`src/sv/salc_queue.sv`:
```
// ----------------------------------------------------------------------------
// salc_queue: small two-entry FIFO
// Used between front and back and as the result queue.
// ----------------------------------------------------------------------------
module salc_queue #(
   parameter int WIDTH = 8
) (
   input  logic             clock,
   input  logic             reset,
   input  logic             push,
   input  logic [WIDTH-1:0] push_data,
   output logic             full,
   input  logic             pop,
   output logic [WIDTH-1:0] pop_data,
   output logic             empty
);
   logic [WIDTH-1:0] data_ff [2];
   logic             rptr_ff, rptr_in, wptr_ff, wptr_in;
   logic [1:0]       cnt_ff, cnt_in;
   logic             do_push, do_pop;

   assign full     = cnt_ff == 2'd2;
   assign empty    = cnt_ff == 2'd0;
   assign pop_data = data_ff[rptr_ff];
   assign do_push  = push && !full;
   assign do_pop   = pop && !empty;

   always_comb begin
      rptr_in = rptr_ff ^ do_pop;
      wptr_in = wptr_ff ^ do_push;
      cnt_in  = cnt_ff + {1'b0, do_push} - {1'b0, do_pop};
   end

   always_ff @(posedge clock) begin
      if (reset) begin
         rptr_ff <= 1'b0;
         wptr_ff <= 1'b0;
         cnt_ff  <= 2'd0;
      end else begin
         rptr_ff <= rptr_in;
         wptr_ff <= wptr_in;
         cnt_ff  <= cnt_in;
      end
      if (do_push) begin
         data_ff[wptr_ff] <= push_data;
      end
   end
endmodule

```
`config.mk`:
```
export PLATFORM = sky130hd
export DESIGN_NAME = salc_queue
export DESIGN_NICKNAME = d
export VERILOG_FILES = /design/src/sv/salc_queue.sv
export SDC_FILE = /design/constraint.sdc
export NUM_CORES = 1
export LEC_CHECK = 0
export BUFFER_PORTS_ARGS = -buffer_cell sky130_fd_sc_hd__buf_2
export CORE_UTILIZATION = 49
export DETAILED_ROUTE_END_ITERATION = 16
export PLACE_DENSITY = 0.75
export SYNTH_ARGS = -nofsm -noshare
export SYNTH_HDL_FRONTEND = slang
export SYNTH_SLANG_ARGS = --single-unit
```
`constraint.sdc`:
```
create_clock -name clock -period 1.9 [get_ports clock]
set_input_delay 0.38 -clock clock [delete_from_list [all_inputs] [get_ports clock]]
set_output_delay 0.38 -clock clock [all_outputs]
set_load 0.02 [all_outputs]
```
==> run_results.csv, run 1 <==
group,metric,value,unit
outcome,status,"complete, no violations",
pwr,powerDensity,1300,nW/µm²
timing,rsz0062_at_grt,"no",
finish,layout.nets,89,
placement,globalplace.congestion,0.745,
critical_path,reg2reg_slack,0.41,ns
detailed_routing,wl_per_cell,12.8,µm
floorplan,dieArea,1810,µm²
global_route,grt_start_max_net_pins,12,
timing,period_needed,1.80,ns
timing,setup_viol_count_final,0,
synth,ys_seq_area_share,69.8,%
cts,htreeDepth,1,
critical_path,cpPeakStageDelay,0.58,ns
critical_path,cp_max_fo,10,
placement,dp_cells,84,
flow_run,drv_cap,0,
cts,insertion_delay,0.29,ns
timing,worst_pin_slew,0.408,ns
finish,final_common_cell,"buf_2",
detailed_routing,post_drt_via_cell_ratio,4.99,
timing,whs,0.270,ns
finish,layout_common_cells,"buf_2 (21), edfxtp_1 (16), mux2_2 (9)",
floorplan,rows,14,
critical_path,setup.worst_path.start,"rptr_ff",
detailed_routing,drt_iter0_markers,6,
synth,synth_compound_area_share,0.935,%
finish,drive_gt1_share,47.2,%
cts,clock_sinks,20,
placement,dp_slack,0.406,ns
floorplan,die_w,42.5,µm
finish,register_area,561,µm²
synth,synth_fa_ha_area_share,6.23,%
timing,worst_slack,0.102,ns
critical_path,worst_setup_path_end_kind,"primary output",
finish,nFillCells,118,
global_route,grt_pass1_wl,1860,µm
synth,yosysUniqueCellTypes,13,
synth,synth.area.mux_share,12.6,%
critical_path,reg2reg_depth,7,
cts,clockBufferDepth,2,
synth,synth_xor_area_share,2.80,%
finish,fin_util,63.0,%
floorplan,fp.coreArea,1520,µm²
worst_hold_path,holdCritPathClass,"primary input to register",
finish,final_cells,88,
floorplan,floorplan.initialDensity,52.7,%
floorplan,pin_count,22,
global_route,grt_pass1_vias,407,
critical_path,endpoint,"pop_data[2]",
timing,finalMaxSlewViolations,0,
synth,ys_ff_latch,20,
critical_path,r2r_end,"cnt_ff[1]",
pwr,vdd_drop_max,0.613,mV
timing,fmax,556,MHz
synth,avgSynthCellArea,16.7,µm²
cts,clk_pin_slew,0.11,ns
critical_path,r2r_start,"cnt_ff[1]",
timing,finalClockSkew,0.000728,ns
timing,finalHoldViolations,0,
global_route,grt_antenna_before_repair,0,
synth,synth-simple-area-share,5.61,%
synth,syn_inst,48,
critical_path,crit_required,1.52,ns
cts,cts_hold_buffers,0,
global_route,track_usage,14.5,%
finish,n_antenna_cell,0,
timing,min_period_over_period,94.6,%
cts,cts_tree,"built",
floorplan,fp.dieH,42.5,µm
cts,postCtsSetupRepairBufs,0,
synth,syn-num-nets,64,
detailed_routing,drc,0,
placement,dpl.hpwl,826,µm
detailed_routing,postRouteAntennaNets,0,
pwr,p_total,1.25,mW
detailed_routing,num_vias,439,
global_route,grt_remaining_overflow,0,
critical_path,crit_type,"register to primary output",
timing,slew_headroom,72.8,%
cts,cts.root.buffer_cell,"clkbuf_4",
finish,area_growth,19.5,%
critical_path,cpMaxStageDelayCell,"dfxtp_1",
critical_path,crit_chain,"mux2_2, buf_2",
synth,synth_top_family_by_area,"multiplexers",
pwr,leakagePower,0.405,nW
finish,fin_area,960,µm²
placement,portBuffers,21,
critical_path,crit_arrival,1.42,ns
detailed_routing,wl,1130,µm
timing,fin_tns_setup,0,ns
synth,synth_area,803,µm²
critical_path,startpoint_type,"register",
synth,ys.warnings.count,0,
detailed_routing,firstDrtPassIters,3,
cts,post_cts_resized,0,
cts,cts_buffers,3,
placement,dpl_cell_area,923,µm²
finish,multi_input_area,226,µm²
## area by class of cell
cell class,instances,area share [%]
flip-flops and latches,20,58.4
multi-input cells,24,23.6
well taps,16,2.09
repair buffers,21,11.0
clock buffers,4,3.78
inverters,3,1.17
## cell usage after synthesis
cell type	n	share of area, %
nor2b_1	2	1.6
o21a_1	1	0.93
edfxtp_1	16	60
nor2_1	4	1.9
and2_1	1	0.78
or2b_1	1	0.93
inv_1	3	1.4
mux2_2	9	13
dfxtp_1	4	10
xnor3_1	1	2.8
ha_1	4	6.2
nand2_1	1	0.47
buf_2	1	0.62
## routing by layer
| layer | share of wire (%) | global-route usage (%) |
|---|---|---|
| met1 | 47 | 17.9 |
| met2 | 49 | 23.1 |
| met3 | 3.5 | 4.31 |
| met4 | 0.97 | 7.50 |
| met5 | 0 | 0 |
## worst min path at each step
| stage | endpoint | startpoint | cells past startpoint |
|---|---|---|---|
| finish | data_ff[1][5] | push_data[5] | 1 |
| global route | data_ff[1][7] | push_data[7] | 1 |
| CTS | data_ff[1][5] | push_data[5] | 1 |
| detailed placement | wptr_ff | wptr_ff | 3 |
| global placement | wptr_ff | wptr_ff | 3 |
| floorplan | wptr_ff | reset | 1 |
## logic make-up (layout without fill, tap and decap cells)
group                    Yosys count  in the layout
flip-flops                        20             20
multiplexers                       9              9
AND/OR/NAND/NOR                    9              9
adder cells (fa/ha/maj)            4              4
buffers and inverters              4             28
AO/OA/AOI/OAI                      1              1
XOR/XNOR                           1              1
## power breakdown
| group | switching (mW) | internal [mW] |
|---|---|---|
| sequential | 0.0496 | 0.561 |
| combinational | 0.205 | 0.192 |
| clock | 0.121 | 0.117 |
## worst max-delay path: cells and delay by family (launching register included)
kind | cells | cell delay (ns)
buf+inv | 1 | 0.16
flops | 1 | 0.58
mux | 1 | 0.39
## sequential cells by signal (all words and copies together) (netlist names)
name and count:
data_ff 16, wptr_ff 1, cnt_ff 2, rptr_ff 1
Power figures use the tool's default switching activity.
==> inputs of run 2 (changes only) <==
--- a/config.mk
+++ b/config.mk
@@ -7,6 +7,7 @@
 export LEC_CHECK = 0
 export BUFFER_PORTS_ARGS = -buffer_cell sky130_fd_sc_hd__buf_2
 export CORE_UTILIZATION = 49
+export CTS_BUF_LIST = sky130_fd_sc_hd__clkbuf_16
 export DETAILED_ROUTE_END_ITERATION = 16
 export PLACE_DENSITY = 0.75
 export SYNTH_ARGS = -nofsm -noshare
==> run 2 against run 1 <==
Against the previous run:
- sequential power about the same
- total power increased by 15%
- non-clock buffer count unchanged
- highest routed layer unchanged
- largest cell class unchanged
- largest power group unchanged
- register-to-register slack about the same
- die area unchanged
==> run_results.csv, run 2 (synthesis gave the netlist of run 1 again) <==
group,metric,value,unit
pwr,powerDensity,1430,nW/µm²
timing,worst_slack,0.168,ns
global_route,grt_start_max_net_pins,12,
timing,min_period_over_period,91.2,%
placement,dp_cells,84,
critical_path,path_buf_inv,1,
floorplan,rows,14,
pwr,p_int,1.03,mW
placement,dp_slack,0.406,ns
finish,final_cells,88,
critical_path,cpMaxStageDelayCell,"dfxtp_1",
worst_hold_path,holdCritPathClass,"primary input to register",
global_route,grt_pass1_vias,427,
pwr,p_seq_share,42.7,%
finish,layout.nets,89,
timing,finalClockSkew,0.00256,ns
outcome,status,"complete, no violations",
pwr,power_frac_comb,28.0,%
timing,finalHoldViolations,0,
finish,top_register,"data_ff",
floorplan,pin_count,22,
timing,worst_pin_slew,0.403,ns
timing,slew_headroom,73.1,%
cts,cts_buffers,3,
finish,largest_register_ffs,16,
finish,final_common_cell,"buf_2",
critical_path,worst_setup_path_end_kind,"primary output",
detailed_routing,wl_per_cell,13.3,µm
floorplan,floorplan.initialDensity,52.7,%
critical_path,crit_arrival,1.35,ns
cts,postCtsSetupRepairBufs,0,
global_route,grt_pass1_wl,1930,µm
critical_path,cp_max_fo,10,
cts,cts_tree,"built",
global_route,grt_antenna_before_repair,0,
pwr,leakagePower,0.423,nW
placement,portBuffers,21,
timing,rsz0062_at_grt,"no",
cts,clk_pin_slew,0.05,ns
pwr,swShare,27.8,%
cts,clock_sinks,20,
global_route,track_usage,15.5,%
finish,n_antenna_cell,0,
critical_path,cpPeakStageDelay,0.56,ns
timing,period_needed,1.73,ns
timing,finalMaxSlewViolations,0,
detailed_routing,firstDrtPassIters,3,
finish,drive_gt1_share,45.8,%
pwr,p_total,1.43,mW
timing,whs,0.317,ns
detailed_routing,wl,1170,µm
floorplan,die_w,42.5,µm
timing,fmax,577,MHz
floorplan,fp.coreArea,1520,µm²
finish,area_growth,24.8,%
cts,htreeDepth,1,
detailed_routing,drc,0,
floorplan,fp.dieH,42.5,µm
cts,cts.root.buffer_cell,"clkbuf_16",
detailed_routing,num_vias,435,
timing,fin_tns_setup,0,ns
floorplan,dieArea,1810,µm²
cts,clockBufferDepth,2,
pwr,vdd_drop_max,0.840,mV
finish,layout_common_cells,"buf_2 (21), edfxtp_1 (16), mux2_2 (9)",
placement,globalplace.congestion,0.745,
finish,top_regs,"data_ff (16), cnt_ff (2)",
pwr,p_sw,398,µW
cts,insertion_delay,0.25,ns
critical_path,crit_family,"flip-flops",
global_route,grt_remaining_overflow,0,
critical_path,startpoint_type,"register",
cts,post_cts_resized,0,
critical_path,crit_required,1.52,ns
flow_run,drv_cap,0,
cts,cts_hold_buffers,0,
detailed_routing,postRouteAntennaNets,0,
timing,setup_viol_count_final,0,
detailed_routing,drt_iter0_markers,5,
critical_path,crit_chain,"mux2_2, buf_2",
detailed_routing,post_drt_via_cell_ratio,4.94,
placement,dpl.hpwl,826,µm
critical_path,crit_type,"register to primary output",
pwr,clockPowerShare,29.3,%
-- run 2: cell types whose count changed in the layout (fill, tap and decap cells not counted) --
cell | before | now
clkbuf_16 | 0 | 3
clkbuf_4 | 3 | 0
clkbuf_8 | 1 | 0
clkinv_1 | 0 | 1
-- run 2: worst reg2reg max path: stages, from the launching register on --
cell,delay (ns)
dfxtp_1,0.36
or2b_1,0.27
nand2_1,0.08
ha_1,0.22
inv_1,0.06
ha_1,0.14
xnor3_1,0.21
nor2_1,0.09
-- run 2: area by class of cell --
class / count / area (µm²)
clock buffer: 3 / 75.1
clock inverter: 1 / 3.75
fill: 111 / 522
inverter: 3 / 11.3
multi-input combinational: 24 / 226
sequential: 20 / 561
tap: 16 / 20.0
timing repair buffer: 21 / 105
-- run 2: path summary, 6_finish.rpt --
path | endpoint | cells past startpoint | from | slack (ns)
hold reg to reg | wptr_ff | 3 | wptr_ff | 0.56
setup reg to reg | cnt_ff[1] | 7 | cnt_ff[1] | 0.41
hold / removal | data_ff[1][5] | 1 | push_data[5] | 0.32
setup / recovery | pop_data[6] | 2 | rptr_ff | 0.17
-- run 2: stage by stage --
stage	cell area, µm²	util [%]
2_1_floorplan	803	-
3_3_place_gp	923	60.6
3_5_place_dp	923	60.6
4_1_cts	1000	65.8
5_1_grt	1000	65.8
6_report	1000	65.8
-- run 2: layer usage --
| layer | global-route usage [%] | share of wire [%] |
|---|---|---|
| met1 | 18.2 | 45 |
| met2 | 24.0 | 49 |
| met3 | 5.60 | 4.5 |
| met4 | 9.38 | 0.94 |
| met5 | 0 | 0 |
-- run 2: power by group through the flow --
stage                     combinational (mW)  sequential, mW  clock (mW)
after floorplan                        0.320           0.592           0
after global placement                 0.395           0.617           0
after detailed placement               0.400           0.624           0
after CTS                              0.406           0.615       0.431
after global routing                   0.434           0.622       0.457
final                                  0.401           0.612       0.421
